--- src/hw/rtl/growable_ring_byte_buffer_core_defines.svh ---
`ifndef GROWABLE_RING_BYTE_BUFFER_CORE_DEFINES_SVH
`define GROWABLE_RING_BYTE_BUFFER_CORE_DEFINES_SVH

`ifndef ASSERT_OFF
`define GRB_ASSERT(lbl, prop, msg) \
  lbl: assert property (@(posedge clk_i) disable iff (!rst_ni) prop) else $error(msg);
`define GRB_ASSERT_NEVER(lbl, cond, msg) \
  lbl: assert property (@(posedge clk_i) disable iff (!rst_ni) !(cond)) else $error(msg);
`else
`define GRB_ASSERT(lbl, prop, msg)
`define GRB_ASSERT_NEVER(lbl, cond, msg)
`endif

`endif

--- src/hw/rtl/grb_pkg.sv ---
package grb_pkg;

  localparam int unsigned MaxBytes  = 4096;
  localparam int unsigned AddrW     = $clog2(MaxBytes);
  localparam int unsigned SizeW     = AddrW + 1;
  localparam int unsigned CfgIdxW   = 1;
  localparam int unsigned FifoDepth = 2;
  localparam int unsigned FifoPtrW  = $clog2(FifoDepth);
  localparam int unsigned FifoCntW  = $clog2(FifoDepth + 1);

  localparam logic [2:0] OpBeginAdd = 3'd0;
  localparam logic [2:0] OpAddByte  = 3'd1;
  localparam logic [2:0] OpRemove   = 3'd2;
  localparam logic [2:0] OpNext     = 3'd3;
  localparam logic [2:0] OpPeek     = 3'd4;

  localparam logic [CfgIdxW-1:0] CfgInitialSize = 1'b0;
  localparam logic [CfgIdxW-1:0] CfgMaxSize     = 1'b1;

  typedef enum logic [2:0] {
    ST_OK      = 3'd0,
    ST_NO_ROOM = 3'd1,
    ST_CLAMPED = 3'd2,
    ST_IGNORED = 3'd3,
    ST_BEYOND  = 3'd4
  } status_e;

  typedef enum logic [2:0] {
    CMD_BEGIN,
    CMD_BYTE,
    CMD_REMOVE,
    CMD_PEEK,
    CMD_REPORT
  } cmd_e;

  typedef enum logic [2:0] {
    BS_IDLE,
    BS_GROW,
    BS_COPY,
    BS_PEEK,
    BS_REPORT
  } bst_e;

  typedef struct packed {
    logic [2:0]       operation;
    logic [7:0]       data_byte;
    logic [SizeW-1:0] chunk_length;
    logic [SizeW-1:0] remove_count;
    logic [AddrW-1:0] peek_offset;
  } in_t;

  typedef struct packed {
    logic [2:0]       status;
    logic [AddrW-1:0] segment_start;
    logic [SizeW-1:0] segment_length;
    logic [7:0]       peek_byte;
    logic [SizeW-1:0] capacity;
    logic [AddrW-1:0] fill_level;
  } out_t;

  typedef struct packed {
    cmd_e             kind;
    logic [7:0]       data_byte;
    logic [SizeW-1:0] length;
    logic [AddrW-1:0] peek_offset;
  } cmd_t;

  typedef struct packed {
    logic valid;
    cmd_t cmd;
  } cmd_push_t;

  function automatic logic [SizeW-1:0] clamp_size(logic [SizeW-1:0] v);
    logic [SizeW-1:0] r;
    r = v;
    if (v == '0) begin
      r = SizeW'(1);
    end else if (v > SizeW'(MaxBytes)) begin
      r = SizeW'(MaxBytes);
    end
    return r;
  endfunction

endpackage

--- src/hw/rtl/grb_cmd_fifo.sv ---
module grb_cmd_fifo (
  input  logic               clk_i,
  input  logic               rst_ni,
  input  grb_pkg::cmd_push_t push_i,
  output logic               full_o,
  input  logic               pop_i,
  output grb_pkg::cmd_t      cmd_o,
  output logic               empty_o
);
  import grb_pkg::*;

  cmd_t                mem_q [FifoDepth];
  logic [FifoPtrW-1:0] wr_q, wr_d;
  logic [FifoPtrW-1:0] rd_q, rd_d;
  logic [FifoCntW-1:0] cnt_q, cnt_d;
  logic                do_push;
  logic                do_pop;

  assign full_o  = (cnt_q == FifoCntW'(FifoDepth));
  assign empty_o = (cnt_q == '0);
  assign cmd_o   = mem_q[rd_q];
  assign do_push = push_i.valid & ~full_o;
  assign do_pop  = pop_i & ~empty_o;

  always_comb begin
    wr_d  = wr_q;
    rd_d  = rd_q;
    cnt_d = cnt_q;
    if (do_push) begin
      wr_d = (wr_q == FifoPtrW'(FifoDepth - 1)) ? '0 : wr_q + 1'b1;
    end
    if (do_pop) begin
      rd_d = (rd_q == FifoPtrW'(FifoDepth - 1)) ? '0 : rd_q + 1'b1;
    end
    if (do_push && !do_pop) begin
      cnt_d = cnt_q + 1'b1;
    end else if (!do_push && do_pop) begin
      cnt_d = cnt_q - 1'b1;
    end
  end

  always_ff @(posedge clk_i or negedge rst_ni) begin
    if (!rst_ni) begin
      wr_q  <= '0;
      rd_q  <= '0;
      cnt_q <= '0;
    end else begin
      wr_q  <= wr_d;
      rd_q  <= rd_d;
      cnt_q <= cnt_d;
    end
  end

  always_ff @(posedge clk_i) begin
    if (do_push) begin
      mem_q[wr_q] <= push_i.cmd;
    end
  end

endmodule

--- config.mk ---
export PLATFORM = sky130hd
export DESIGN_NAME = grb_cmd_fifo
export DESIGN_NICKNAME = d
export VERILOG_FILES = /design/src/hw/rtl/growable_ring_byte_buffer_core_defines.svh /design/src/hw/rtl/grb_pkg.sv /design/src/hw/rtl/grb_cmd_fifo.sv
export SDC_FILE = /design/constraint.sdc
export NUM_CORES = 1
export LEC_CHECK = 0
export BUFFER_PORTS_ARGS = -buffer_cell sky130_fd_sc_hd__clkbuf_2
export CORE_AREA = 2 2 90 71
export CTS_CLUSTER_DIAMETER = 150
export DETAILED_ROUTE_END_ITERATION = 7
export DIE_AREA = 0 0 92 73
export PLACE_DENSITY = 0.87
export SKIP_CTS_REPAIR_TIMING = 1
export SYNTH_ARGS = -nofsm -noshare
export SYNTH_HDL_FRONTEND = slang
export SYNTH_SLANG_ARGS = --single-unit
--- constraint.sdc ---
create_clock -name clk_i -period 3.07 [get_ports clk_i]
set_input_delay 0.1535 -clock clk_i [delete_from_list [all_inputs] [get_ports clk_i]]
set_output_delay 0.1535 -clock clk_i [all_outputs]
set_load 0.01 [all_outputs]
==> results.json <==
{
  "outcome": "finished, final reports clean",
  "critPathCaptureType": "output port",
  "synth_largest_area_cell": "edfxtp_1",
  "die_x_um": 92,
  "grt_overflow": 0,
  "ant_nets": 0,
  "startpoint_type": "flip-flop",
  "ys_seq_area_frac": 0.7684,
  "clock-sinks": 76,
  "yosys_warnings": 0,
  "vias": 1594,
  "final_max_slew_viol_count": 0,
  "ys_types": 15,
  "slew_headroom": 0.4319,
  "fin_nets": 296,
  "dp_hpwl_um": 3077,
  "synth_top_cell_area_share": 0.7344,
  "min_period_ns": 2.061,
  "cts_htree_levels": 3,
  "finalHoldViolations": 0,
  "ir_drop_mv": 0.6664,
  "cp_cell_sequence": "buf_4, mux2_2, clkbuf_2",
  "ys_ff_latch": 76,
  "core_area_mm2": 0.005943,
  "setup_ws_ns": 1.009,
  "clockBufferDepth": 2,
  "hold_path.class": "in -> reg",
  "firstDrtPassIters": 4,
  "post-route-period-util": 0.6714,
  "critPathBufInv": 2,
  "path_max_fanout": 17,
  "dp.cells": 288,
  "crit_required_ns": 2.92,
  "netlist_instances": 131,
  "crit_path_max_incr_delay_ns": 0.67,
  "dieArea_mm2": 0.006716,
  "fin_cells": 341,
  "wire_per_inst_um": 14.49,
  "rsz0062_at_grt": "no",
  "cts_tree": "yes",
  "setup-tns-final_ns": 0,
  "drtIter0Drc": 98,
  "grt_max_degree": 37,
  "p_per_area_mw_per_mm2": 856.2,
  "clock_latency_ns": 0.34,
  "die_h_um": 73,
  "antenna_cells": 0,
  "finClkSkew_ns": 0.007275,
  "cp_data_arrival_time_ns": 1.91,
  "reg2reg_depth": 4,
  "cts_buffers": 9,
  "antenna_found_initial": 0,
  "drive_above_1_share": 0.5154,
  "start_util": 0.4954,
  "p_total_mw": 3.385,
  "port_buffers": 77,
  "min_path_cells": 3,
  "p_leak_nw": 1.619,
  "cts.clk_slew.worst_paths_ns": 0.07,
  "worst-path-stages": 3,
  "grt_first_pass_wirelength_um": 6851,
  "syn_area_per_cell_um2": 22.47,
  "drv_cap": 0,
  "synth_nets": 172,
  "hold-worst-slack_ns": 0.1254,
  "routed_wirelength_um": 4942,
  "worst_slew_pin_slew_ns": 0.8522,
  "synth_area_mm2": 0.002944,
  "place.gp.congestion": 0.7424,
  "area_growth_pct": 34.30,
  "ioPinCount": 78,
  "clock-root-buffer": "clkbuf_8",
  "row_count": 25,
  "place_ws_ns": 1.091,
  "path_class": "reg -> out",
  "fmax_ghz": 0.4851,
  "setup_viol": 0,
  "grt_usage": 0.1421,
  "critical_path.top_delay_family": "flip-flops",
  "synth.area.top_cells": "edfxtp_1 (73%), mux2_4 (15%), dfrtp_1 (3.4%)",
  "drc": 0,
  "slowest_stage": "dfrtp_2",
  "grt_pass1_vias": 1452,
  "via_per_inst": 4.674
}
==> final timing paths <==
| kind | endpoint | start | slack, ns |
|---|---|---|---|
| hold reg to reg | cnt_q[1] | cnt_q[1] | 0.53 |
| setup / recovery | cmd_o[14] | rd_q | 1.01 |
| min in group asynchronous | wr_q | rst_ni | 0.16 |
| setup reg to reg | mem_q[0][8] | cnt_q[0] | 1.13 |
| hold / removal | rd_q | pop_i | 0.13 |
| max in group asynchronous | rd_q | rst_ni | 2.75 |
==> area by class of cell <==
class / instances / area, µm²
Tap cell: 81 / 101.3
Multi-Input combinational cell: 49 / 611.8
Inverter: 2 / 7.507
Clock buffer: 9 / 123.9
Fill cell: 408 / 1989
Clock inverter: 7 / 67.56
Sequential cell: 76 / 2263
Timing Repair Buffer: 117 / 778.2
==> flip-flops by register name, indices dropped and copies added, names as in the netlist <==
register / flops
mem_q: 72
cnt_q: 2
rd_q: 1
wr_q: 1
==> placed cells by master, fill, tap and decap left out, types with 2 or more instances in the layout <==
cell type	n
buf_4	3
clkbuf_2	77
clkbuf_8	9
clkinv_2	2
clkinvlp_4	2
dfrtp_1	3
dlygate4sd3_1	37
edfxtp_1	72
inv_1	2
mux2_2	7
mux2_4	29
nor2_1	2
xnor2_1	3
xor2_1	2
==> cell families (layout without fill, tap and decap cells) <==
logic type                 after synthesis  in the layout  synth area share
xor gates and xnor gates                 5              5           0.01488
adders and majority gates                1              1          0.004249
muxes                                   36             36            0.1747
DFF                                     76             76            0.7684
and+or+nand+nor                          6              6          0.009351
AOI/OAI and AO/OA                        1              1          0.001698
buffers and inverters                    6            135           0.02678
==> cells in the mapped netlist (all sizes together) <==
cell type and n:
o21ai 1, xnor2 3, nor2 3, dfrtp 4, buf 4, inv 2
and3 1, edfxtp 72, ha 1, nand2b 1, xor2 2, nand2 1
mux2 36
==> metal layers <==
metal,track usage,part of all wire
met1,0.1618,0.41
met3,0.07438,0.063
met4,0.05473,0.012
met2,0.2312,0.51
met5,0,0
==> stage by stage <==
stage,util,area (µm²)
6_report,0.6653,3954
5_1_grt,0.6653,3954
4_1_cts,0.6029,3583
3_5_place_dp,0.5707,3392
3_3_place_gp,0.5707,3392
2_1_floorplan,-,2944
==> tightest hold or removal path, cell delays in order <==
cell	delay [ns]
clkbuf_2	0.08
o21ai_1	0.11
xnor2_1	0.08
==> report_power, final <==
group	internal, mW	switching (mW)
sequential	1.42	0.128
combinational	0.593	0.521
clock	0.370	0.349
total	2.39	0.998
No activity file was read; power rests on OpenSTA's default activity.
