<file path="src/hw/rtl/growable_ring_byte_buffer_core_defines.svh">
`ifndef GROWABLE_RING_BYTE_BUFFER_CORE_DEFINES_SVH
`define GROWABLE_RING_BYTE_BUFFER_CORE_DEFINES_SVH

`ifndef ASSERT_OFF
`define GRB_ASSERT(lbl, prop, msg) \
  lbl: assert property (@(posedge clk_i) disable iff (!rst_ni) prop) else $error(msg);
`define GRB_ASSERT_NEVER(lbl, cond, msg) \
  lbl: assert property (@(posedge clk_i) disable iff (!rst_ni) !(cond)) else $error(msg);
`else
`define GRB_ASSERT(lbl, prop, msg)
`define GRB_ASSERT_NEVER(lbl, cond, msg)
`endif

`endif

</file>
<file path="src/hw/rtl/grb_pkg.sv">
package grb_pkg;

  localparam int unsigned MaxBytes  = 4096;
  localparam int unsigned AddrW     = $clog2(MaxBytes);
  localparam int unsigned SizeW     = AddrW + 1;
  localparam int unsigned CfgIdxW   = 1;
  localparam int unsigned FifoDepth = 2;
  localparam int unsigned FifoPtrW  = $clog2(FifoDepth);
  localparam int unsigned FifoCntW  = $clog2(FifoDepth + 1);

  localparam logic [2:0] OpBeginAdd = 3'd0;
  localparam logic [2:0] OpAddByte  = 3'd1;
  localparam logic [2:0] OpRemove   = 3'd2;
  localparam logic [2:0] OpNext     = 3'd3;
  localparam logic [2:0] OpPeek     = 3'd4;

  localparam logic [CfgIdxW-1:0] CfgInitialSize = 1'b0;
  localparam logic [CfgIdxW-1:0] CfgMaxSize     = 1'b1;

  typedef enum logic [2:0] {
    ST_OK      = 3'd0,
    ST_NO_ROOM = 3'd1,
    ST_CLAMPED = 3'd2,
    ST_IGNORED = 3'd3,
    ST_BEYOND  = 3'd4
  } status_e;

  typedef enum logic [2:0] {
    CMD_BEGIN,
    CMD_BYTE,
    CMD_REMOVE,
    CMD_PEEK,
    CMD_REPORT
  } cmd_e;

  typedef enum logic [2:0] {
    BS_IDLE,
    BS_GROW,
    BS_COPY,
    BS_PEEK,
    BS_REPORT
  } bst_e;

  typedef struct packed {
    logic [2:0]       operation;
    logic [7:0]       data_byte;
    logic [SizeW-1:0] chunk_length;
    logic [SizeW-1:0] remove_count;
    logic [AddrW-1:0] peek_offset;
  } in_t;

  typedef struct packed {
    logic [2:0]       status;
    logic [AddrW-1:0] segment_start;
    logic [SizeW-1:0] segment_length;
    logic [7:0]       peek_byte;
    logic [SizeW-1:0] capacity;
    logic [AddrW-1:0] fill_level;
  } out_t;

  typedef struct packed {
    cmd_e             kind;
    logic [7:0]       data_byte;
    logic [SizeW-1:0] length;
    logic [AddrW-1:0] peek_offset;
  } cmd_t;

  typedef struct packed {
    logic valid;
    cmd_t cmd;
  } cmd_push_t;

  function automatic logic [SizeW-1:0] clamp_size(logic [SizeW-1:0] v);
    logic [SizeW-1:0] r;
    r = v;
    if (v == '0) begin
      r = SizeW'(1);
    end else if (v > SizeW'(MaxBytes)) begin
      r = SizeW'(MaxBytes);
    end
    return r;
  endfunction

endpackage

</file>
<file path="src/hw/rtl/grb_in_if.sv">
interface grb_in_if;
  import grb_pkg::*;
  logic valid;
  logic ready;
  in_t  payload;
  modport source (output valid, output payload, input ready);
  modport sink (input valid, input payload, output ready);
endinterface

</file>
<file path="src/hw/rtl/grb_front.sv">
module grb_front (
  grb_in_if.sink             in_i,
  input  logic               full_i,
  output grb_pkg::cmd_push_t push_o
);
  import grb_pkg::*;

  cmd_t cmd;

  always_comb begin
    cmd             = '0;
    cmd.data_byte   = in_i.payload.data_byte;
    cmd.peek_offset = in_i.payload.peek_offset;
    cmd.length      = '0;
    unique case (in_i.payload.operation)
      OpBeginAdd: begin
        cmd.kind   = CMD_BEGIN;
        cmd.length = in_i.payload.chunk_length;
      end
      OpAddByte: begin
        cmd.kind = CMD_BYTE;
      end
      OpRemove: begin
        cmd.kind   = CMD_REMOVE;
        cmd.length = in_i.payload.remove_count;
      end
      OpPeek: begin
        cmd.kind = CMD_PEEK;
      end
      OpNext: begin
        cmd.kind = CMD_REPORT;
      end
      default: begin
        cmd.kind = CMD_REPORT;
      end
    endcase
  end

  assign in_i.ready   = ~full_i;
  assign push_o.valid = in_i.valid & ~full_i;
  assign push_o.cmd   = cmd;

endmodule

</file>
<file path="src/flat_wrapper.sv">
// flat-port wrapper written by rule: the top's interface ports become plain ports
module grb_front_flat import grb_pkg::*;
  (full_i, push_o, in_i_valid, in_i_payload, in_i_ready);
  grb_in_if in_i_i ();
  input  logic full_i;
  output grb_pkg::cmd_push_t push_o;
  input wire logic [$bits(in_i_i.valid)-1:0] in_i_valid;
  input wire logic [$bits(in_i_i.payload)-1:0] in_i_payload;
  output wire logic [$bits(in_i_i.ready)-1:0] in_i_ready;
  assign in_i_i.valid = in_i_valid;
  assign in_i_i.payload = in_i_payload;
  assign in_i_ready = in_i_i.ready;
  grb_front u_core (.in_i(in_i_i), .full_i(full_i), .push_o(push_o));
endmodule
</file>
<file path="config.mk">
export PLATFORM = sky130hd
export DESIGN_NAME = grb_front_flat
export DESIGN_NICKNAME = d
export VERILOG_FILES = /design/src/hw/rtl/growable_ring_byte_buffer_core_defines.svh /design/src/hw/rtl/grb_pkg.sv /design/src/hw/rtl/grb_in_if.sv /design/src/hw/rtl/grb_front.sv /design/src/flat_wrapper.sv
export SDC_FILE = /design/constraint.sdc
export NUM_CORES = 1
export LEC_CHECK = 0
export ABC_AREA = 0
export BUFFER_PORTS_ARGS = -buffer_cell sky130_fd_sc_hd__buf_4
export CORE_MARGIN = 3
export CORE_UTILIZATION = 27
export DETAILED_ROUTE_END_ITERATION = 10
export PLACE_DENSITY_LB_ADDON = 0.1
export SLEW_MARGIN = 20
export SYNTH_ARGS = -nofsm -noshare
export SYNTH_HDL_FRONTEND = slang
export SYNTH_SLANG_ARGS = --single-unit
</file>
<file path="constraint.sdc">
create_clock -name vclk -period 0.8
set_input_delay 0.04 -clock vclk [all_inputs]
set_output_delay 0.04 -clock vclk [all_outputs]
set_load 0.02 [all_outputs]
</file>
==> results summary, run 1 <==
The run finished with clean final reports. The count of warnings emitted by yosys is 0. The final number of hold-violating endpoints came out at 0. The post-placement setup slack is -0.00697 ns. Synthesis instantiated 10 different standard cells from the library. The detail-routed net length per standard cell is 12.2 µm. The number of clock buffer instances in the layout came out at 0.

The number of inserted filler cells in the final layout came out at 153. The area taken by flip-flops and latches came out at 0 µm². The power density of the placed cells is 580 nW/µm². The fraction of met1 tracks used by global routing came out at 10.2%. The summed area of non-filler cells in the final layout came out at 647 µm².

The number of detailed-routing iterations run before antenna repair came out at 2. The critical path endpoint category is a primary output. The first-iteration detailed-routing DRC count is 1. The max-capacitance violation count came out at 0. The overall power consumption is 0.375 mW.

The number of antenna violations at the first check in global routing came to 0. The sequential cell count came out at 0. Headroom to the max-slew limit came out at 87.9%. The number of nets in the layout came out at 139. The first-pass GRT wire length came out at 1640 µm. The number of top-level pins is 89.

Routability-driven placement finished with a final weighted congestion of 0.716. The met2 demand-to-capacity share in global routing is 19.8%. The sum of net half-perimeters after detailed placement came out at 993 µm. The required time at the worst-slack endpoint is 0.76 ns. The overall die area came out at 2070 µm². The number of buffers inserted by hold repair at cts is 0.

The leakage power came out at 0.377 nW. Setup repair after global routing left no endpoint under its margin. The critical path class is input pin to primary output. The die span in y came out at 45.5 µm.

The top fanout value on the critical path came out at 7. The mapped cell area came out at 420 µm². The vias after detailed routing is 456.

In the synthesized netlist, the number of instances is 57. The area of the core is 1380 µm². The final max-slew violation count is 0. Once layout is complete, the cells apart from fillers number 101. The fraction of the core area covered by cells at the end of the flow is 46.8%. In the routed layout, each cell is associated on average with a via count of 4.51. The starting utilization of the core area is 30.4%.

Global routing used 1.58% of the available met3 tracks. The period utilization is 93.8%. The layer flagged by global routing as most heavily used is met2. The multiplexer share of the synthesized area came out at 31.0%. In this run the tool buffered the top-level ports with 49 buffer cells. The ratio of cells with drive above 1 in the final layout is 61.6%. Tracing the worst setup path back leads to its startpoint at in_i_payload[46]. The post-synthesis to final-layout area growth is 53.9%. The total congestion overflow is 0. Sequential elements use 0% of the synthesized area. The setup slack after layout came out at 0.0497 ns. The post-synthesis xor/xnor area fraction is 4.17%. The via count of the first global-routing pass is 410. IR analysis of the VDD net gives a maximum drop of 212 µV. The final wirelength is 1230 µm. The chip width came out at 45.5 µm. The class of the worst hold path is input pin to primary output. For this run, design rule violations remaining after detail routing come to 0. The clock period minus final worst setup slack came out at 0.750 ns.

Across every metal layer, demand over resource in global routing totals 9.94%. The worst hold margin is 0.0800 ns. The floorplan has 13 rows. The setup TNS is 0 ns. The final antenna diode count came out at 0. The synthesized area per cell is 7.38 µm².

In this run the remaining antenna-violating nets after routing total 0. The compound-gate portion of the synthesized area is 0%. The combinational family with the most area after synthesis is buffers and inverters. The number of post-CTS setup repair buffers came out at 0. The synthesized netlist net count is 108.

The synthesized netlist devotes 2.38% of its cell area to adder and majority cells. The startpoint type of the worst setup path is an input pin. The post-placement cell count is 100.

The top achievable clock speed is 1330 MHz. Data on the critical path arrives at its endpoint at 0.71 ns. The setup violation total in the final timing report came out at 0. The worst hold path begins at in_i_payload[0]. The placement-stage cell area came out at 634 µm². The maximum number of pins on one net before global-route repair is 17. Summing the areas of all and, or, nand and nor instances in the mapped netlist gives 17.0% of the synthesized area. For the pin with the worst max-slew slack, the measured transition is 0.182 ns.
cell usage after synthesis:
| master | n | area, µm² |
|---|---|---|
| buf_8 | 1 | 15.0 |
| nor2_1 | 15 | 56.3 |
| mux2i_1 | 13 | 130 |
| maj3_1 | 1 | 10.0 |
| buf_4 | 20 | 150 |
| inv_1 | 1 | 3.75 |
| or2_4 | 1 | 8.76 |
| xnor2_1 | 2 | 17.5 |
| nor2b_1 | 1 | 6.26 |
| buf_6 | 2 | 22.5 |
critical path: stages:
cell,delay [ns]
buf_4,0.13
or2_4,0.29
nor2_1,0.11
buf_4,0.15
cells by family after synthesis:
kind of cell / Yosys count
adder cells (fa/ha/maj): 1
buffers and inverters: 24
multiplexers: 13
AND/OR/NAND/NOR: 17
XOR/XNOR: 2
cells in the final DEF, fill, tap and decap left out, drive strengths merged:
| cell type | instances |
|---|---|
| xnor2 | 2 |
| maj3 | 1 |
| mux2i | 13 |
| buf | 51 |
| inv | 1 |
| nor2b | 1 |
| or2 | 2 |
| nor2 | 15 |
power breakdown:
part	total [mW]	switching [mW]	internal, mW
clock network	0	0	0
registers	0	0	0
logic	0.375	0.160	0.215
metal layers:
metal,share of wire [%],vias up
li1,-,222
met1,33,194
met2,54,36
met3,11,4
met4,1.4,0
met5,0,-
worst paths after layout:
kind                endpoint  depth (start not counted)
hold / removal     push_o[0]                          0
setup / recovery  push_o[23]                          4
what timing repair did:
| item | 4_1_cts | 5_1_grt |
|---|---|---|
| gates cloned | 0 | 1 |
| resized for setup | 1 | 1 |
| setup endpoints to repair | 1 | 9 |
final cells by class:
cell class	count	area [µm²]	area share, %
multi-input combinational	34	238	36.8
tap	15	18.8	2.90
inverter	1	3.75	0.580
timing repair buffer	51	387	59.8
Note: power is estimated with default switching activity, not from simulation.
==> inputs of run 2 (changes only) <==
--- a/config.mk
+++ b/config.mk
@@ -10,7 +10,7 @@
 export CORE_MARGIN = 3
 export CORE_UTILIZATION = 27
 export DETAILED_ROUTE_END_ITERATION = 10
-export PLACE_DENSITY_LB_ADDON = 0.1
+export PLACE_DENSITY_LB_ADDON = 0.05
 export SLEW_MARGIN = 20
 export SYNTH_ARGS = -nofsm -noshare
 export SYNTH_HDL_FRONTEND = slang
==> run 2 against run 1 <==
Net effect: die area unchanged; sequential cell count unchanged; critical path depth did not move; largest power group unchanged; highest routed layer unchanged.
==> results summary, run 2 (same netlist as run 1, synthesis figures left out) <==
The run finished with clean final reports. The ratio of cells with drive above 1 in the final layout is 62.8% (+1.2 points). The die span in y came out at 45.5 µm (unchanged).

The number of antenna-violating nets in the routed design was 0 (unchanged). The area taken by flip-flops and latches came to 0 µm² (unchanged). The critical path is of the input pin to primary output type. The leakage power came out at 0.377 nW (about the same). The number of inserted filler cells in the final layout came out at 155 (+1.3%). The period utilization is 94.2% (+0.45 points). The count of buffers inserted at the top-level ports is 49 (unchanged). The first-pass GRT wire length was 1810 µm (+10%). The layer with the highest usage is met2. The number of clock buffer instances in the layout came to 0 (unchanged). The power density of the placed cells came out at 578 nW/µm² (-0.33%). The met3 usage was 1.58% (unchanged). The non-filler instance count after layout is 101 (unchanged). The critical path goes through buf_4 -> or2_4 -> nor2_1 -> buf_4. Leaving out fill and tap cells, the most frequent cells in the layout are buf_4, nor2_1, mux2i_1. STA classifies the critical path startpoint as an input pin.

The final wirelength is 1290 µm (+4.6%). The fraction of met1 tracks used by global routing came out at 10.9% (+0.70 points). Leaving out fill and tap cells, the most frequent cell in the layout is buf_4. The overall die area came to 2070 µm² (unchanged). The sequential cell count is 0 (unchanged). The first-iteration detailed-routing DRC count is 2 (+1). The final antenna diode count is 0 (unchanged). Compared with the post-synthesis result, the final layout area differs by 54.5%. The worst-path cell with the longest stage delay is or2_4. Counting stages on the worst path, the most repeated cell is buf_4.

The via count of the first global-routing pass came out at 427 (+4.1%). The number of nets in the layout is 139 (unchanged). The number of detailed-routing iterations run before antenna repair came to 2 (unchanged). The clock period minus final worst setup slack is 0.754 ns (+0.00359 ns). The setup violation total in the final timing report was 0 (unchanged). The worst slew margin relative to its limit came out at 88.7% (+0.85 points). The min-delay analysis places its worst path in the category input pin to primary output. The combined global-route utilization of all metal layers came out at 11.1% (+1.1 points). The starting utilization of the core area was 30.4% (unchanged). The area of the core came out at 1380 µm² (unchanged). STA classifies the critical path endpoint as a primary output.

The maximum VDD drop came to 248 µV (+17%). The worst-margin pin slew is 0.164 ns (-0.0175 ns). The required time at the worst-slack endpoint is 0.76 ns (about the same). The max-capacitance violation count came to 0 (unchanged). The vias after detailed routing is 447 (-2.0%). The via count normalized by instance count is 4.43 (-2.0%). The final number of hold-violating endpoints came out at 0 (unchanged). The placement row count is 13 (unchanged). The chip width is 45.5 µm (unchanged). On the critical path the largest part of the delay comes from simple AND/OR/NAND/NOR gates. The total congestion overflow came out at 0 (unchanged). Setup repair after global routing could not meet its margin everywhere.

The critical path's largest stage delay came out at 0.29 ns (about the same). The number of top-level pins is 89 (unchanged). The setup slack after layout came out at 0.0461 ns (-0.00359 ns). The post-placement cell count was 100 (unchanged). The met2 demand-to-capacity share in global routing came out at 23.4% (+3.6 points).

The top fanout value on the critical path came to 6 (-1). The detail-routed net length per standard cell is 12.7 µm (+4.6%). The number of post-CTS setup repair buffers is 0 (unchanged). The top achievable clock speed came to 1330 MHz (-0.48%). The number of remaining DRC errors is 0 (unchanged). The final weighted congestion in routability-driven placement is 0.611 (-15%).

The final max-slew violation count was 0 (unchanged). The buffer and inverter count on the worst path came out at 2 (unchanged). The maximum number of pins on one net before global-route repair came out at 17 (unchanged).

The post-placement setup slack came out at -0.0123 ns (-0.00535 ns). The number of antenna violations at the first check in global routing was 0 (unchanged). The arrival time of the worst setup path is 0.71 ns (about the same). The sum of net half-perimeters after detailed placement is 1070 µm (+7.8%).
run 2: cell counts in the layout (fill, tap and decap cells not counted):
Identical to the previous run, type by type.
run 2: worst paths after layout:
| kind | endpoint | slack, ns | startpoint | depth (start not counted) |
|---|---|---|---|---|
| setup / recovery | push_o[21] | 0.05 | in_i_payload[48] | 4 |
| hold / removal | push_o[25] | 0.08 | in_i_payload[38] | 0 |
run 2: per-stage QoR:
| stage | utilization, % | power, mW | hold slack (ns) | instance area, µm² | TNS (ns) |
|---|---|---|---|---|---|
| after floorplan | - | 0.325 | 0.157 | 420 | 0 |
| after global placement | 45.9 | 0.368 | 0.0801 | 634 | -0.00844 |
| after detailed placement | 45.9 | 0.370 | 0.0801 | 634 | -0.0123 |
| after CTS | 46.2 | 0.373 | 0.0801 | 638 | 0 |
| after global routing | 47.0 | 0.410 | 0.0800 | 649 | -0.00633 |
| final | 47.0 | 0.375 | 0.0800 | 649 | 0 |
run 2: report_power, final:
part	switching (mW)	internal (mW)	total (mW)	leakage (nW)
clock network	0	0	0	0
logic	0.160	0.216	0.375	0.377
registers	0	0	0	0
total	0.160	0.216	0.375	0.377
run 2: repair_timing:
action	4_1_cts	5_1_grt
hold buffers	0	0
setup endpoints to repair	1	13
pin swaps	0	1
resized for setup	1	2
gates cloned	0	1
run 2: routing by layer:
layer | vias up | wire (µm) | share of wire (%)
li1 | 220 | - | -
met1 | 198 | 356 | 28
met2 | 27 | 767 | 60
met3 | 2 | 159 | 12
met4 | 0 | 2 | 0.16
met5 | - | 0 | 0
run 2: area by class of cell:
class                      count  area, µm²  share of cell area [%]
inverter                       1       3.75                   0.578
multi-input combinational     34        240                    37.0
tap                           15       18.8                    2.89
timing repair buffer          51        387                    59.5
==> inputs of run 3 (changes only) <==
==> constraint.sdc (replaced) <==
create_clock -name vclk -period 1
set_input_delay 0.05 -clock vclk [all_inputs]
set_output_delay 0.05 -clock vclk [all_outputs]
set_load 0.02 [all_outputs]
==> run 3 against run 2 <==
Net effect: total power is 23% lower; global-route usage is 0.32 points lower; cell area is 4.6% lower; sequential share of layout area stayed put; first-iteration DRC count is 100% lower; non-clock buffer count is 2 lower; combinational power is 23% lower; die area stayed put; routed wire length is 4.9% lower; utilization is 2.2 points lower; worst hold slack better by 0.020 ns; critical endpoint is now push_o[35].
==> results summary, run 3 (same netlist as run 1, synthesis figures left out) <==
The most common cell after layout, fill and taps aside is buf_4. The cell depth of the worst hold path came to 0 (unchanged). The setup TNS is 0 ns (unchanged). The number of antenna violations at the first check in global routing is 0 (unchanged). The run finished with clean final reports. The first-pass GRT wire length was 1750 µm (-3.8%).

STA classifies the critical path endpoint as a primary output. The vias after detailed routing was 408 (-8.7%). The number of detailed-routing iterations run before antenna repair was 1 (-1). The setup violation total in the final timing report was 0 (unchanged).

The number of nets in the layout came out at 136 (-2.2%). The power density of the placed cells came out at 465 nW/µm² (-20%). In the layout the commonest cells are buf_4, nor2_1, mux2i_1. The capture endpoint of the worst hold path is push_o[25]. The critical path class is input pin to primary output. The class of the worst hold path is input pin to primary output. The required time at the worst-slack endpoint came out at 0.95 ns (+0.19 ns). The worst-margin pin slew is 0.252 ns (+0.0874 ns). The top achievable clock speed is 1210 MHz.

The total congestion overflow is 0 (unchanged). The final wirelength is 1220 µm (-4.9%). The starting utilization of the core area is 30.4% (unchanged). The post-placement cell count came to 98 (-2.0%). The chip width came out at 45.5 µm (unchanged). The fraction of met1 tracks used by global routing came to 10.5% (-0.47 points).

After layout, the worst path uses 82.8% of the clock period. The layer with the highest usage is met2. The number of gates resized after CTS came out at 0 (-1). The area taken by flip-flops and latches came out at 0 µm² (unchanged). The number of antenna-violating nets in the routed design is 0 (unchanged).

The final weighted congestion in routability-driven placement came out at 0.603 (-1.3%). The combined global-route utilization of all metal layers is 10.7% (-0.32 points). The sum of net half-perimeters after detailed placement is 1060 µm (-1.0%). The final number of hold-violating endpoints is 0 (unchanged).

The die span in y is 45.5 µm (unchanged). The number of buffers inserted by hold repair at cts is 0 (unchanged). The area of the core came to 1380 µm² (unchanged). The met3 usage came out at 1.58% (unchanged).

The met2 demand-to-capacity share in global routing came out at 22.8% (-0.56 points). The maximum VDD drop came out at 174 µV (-30%). The placement-stage cell area came out at 619 µm² (-2.4%). The number of remaining DRC errors was 0 (unchanged). The count of buffers inserted at the top-level ports came to 49 (unchanged). The post-synthesis to final-layout area growth came out at 47.3%.

The ratio of cells with drive above 1 in the final layout is 60.2% (-2.5 points). The leakage power is 0.363 nW (-3.7%). The number of clock buffer instances in the layout came out at 0 (unchanged). The setup slack after layout is 0.172 ns (+0.126 ns). The top fanout value on the critical path came out at 16 (+10). The summed area of non-filler cells in the final layout came out at 619 µm² (-4.6%). The startpoint type of the worst setup path is an input pin. The worst hold path begins at in_i_payload[38]. The max-capacitance violation count is 0 (unchanged). The arrival time of the worst setup path is 0.78 ns (+0.07 ns). The via count of the first global-routing pass came to 389 (-8.9%).

The placement row count came out at 13 (unchanged). The worst slew margin relative to its limit is 83.2% (-5.5 points). The sequential cell count came out at 0 (unchanged). The detail-routed net length per standard cell is 12.5 µm (-2.0%). The number of inserted filler cells in the final layout is 145 (-6.5%). The number of post-CTS setup repair buffers came out at 0 (unchanged). The overall die area is 2070 µm² (unchanged). The maximum number of pins on one net before global-route repair is 17 (unchanged). The via count normalized by instance count came out at 4.16 (-5.9%). The routed design could run at a clock period as short as 0.828 ns. The post-placement setup slack came out at 0.175 ns (+0.187 ns).

The final max-slew violation count came out at 0 (unchanged). The final antenna diode count came out at 0 (unchanged). Setup repair after global routing left no endpoint under its margin. The worst hold margin is 0.100 ns (+0.0200 ns). The number of top-level pins came to 89 (unchanged). The non-filler instance count after layout is 98 (-3.0%). The first-iteration detailed-routing DRC count came to 0 (-2).
## run 3: changes by cell type in the layout (fill, tap and decap cells not counted), sizes merged
| cell | previous run | this run |
|---|---|---|
| buf | 51 | 49 |
| or2 | 2 | 1 |
## run 3: layout make-up
cell class / count / area (µm²) / area share [%]
repair buffers: 49 / 368 / 59.4
well taps: 15 / 18.8 / 3.03
multi-input cells: 33 / 229 / 37.0
inverters: 1 / 3.75 / 0.606
## run 3: worst max-delay path by stage
stage               slack [ns]              from          to  cells past startpoint
detailed placement        0.18  in_i_payload[47]  push_o[35]                      3
CTS                       0.18  in_i_payload[47]  push_o[35]                      3
global placement          0.17  in_i_payload[47]  push_o[35]                      3
floorplan                 0.22  in_i_payload[46]  push_o[12]                      3
global route              0.14  in_i_payload[47]  push_o[13]                      4
finish                    0.17  in_i_payload[47]  push_o[35]                      3
## run 3: routing by layer
layer | up-vias | part of all wire [%] | wire (µm)
li1 | 215 | - | -
met1 | 164 | 29 | 357
met2 | 27 | 58 | 706
met3 | 2 | 13 | 158
met4 | 0 | 0.16 | 2
met5 | - | 0 | 0
## run 3: power breakdown
group	switching (mW)	internal, mW
clock network	0	0
logic	0.125	0.163
registers	0	0
total	0.125	0.163
## run 3: metrics by stage
step	power (mW)	utilization, %
finish	0.288	44.8
global route	0.314	44.8
CTS	0.292	44.8
detailed placement	0.291	44.8
global placement	0.290	44.8
floorplan	0.260	-
## run 3: worst max-delay path, stage by stage
cell and delay, ns:
buf_4 0.19, maj3_1 0.37, buf_4 0.16
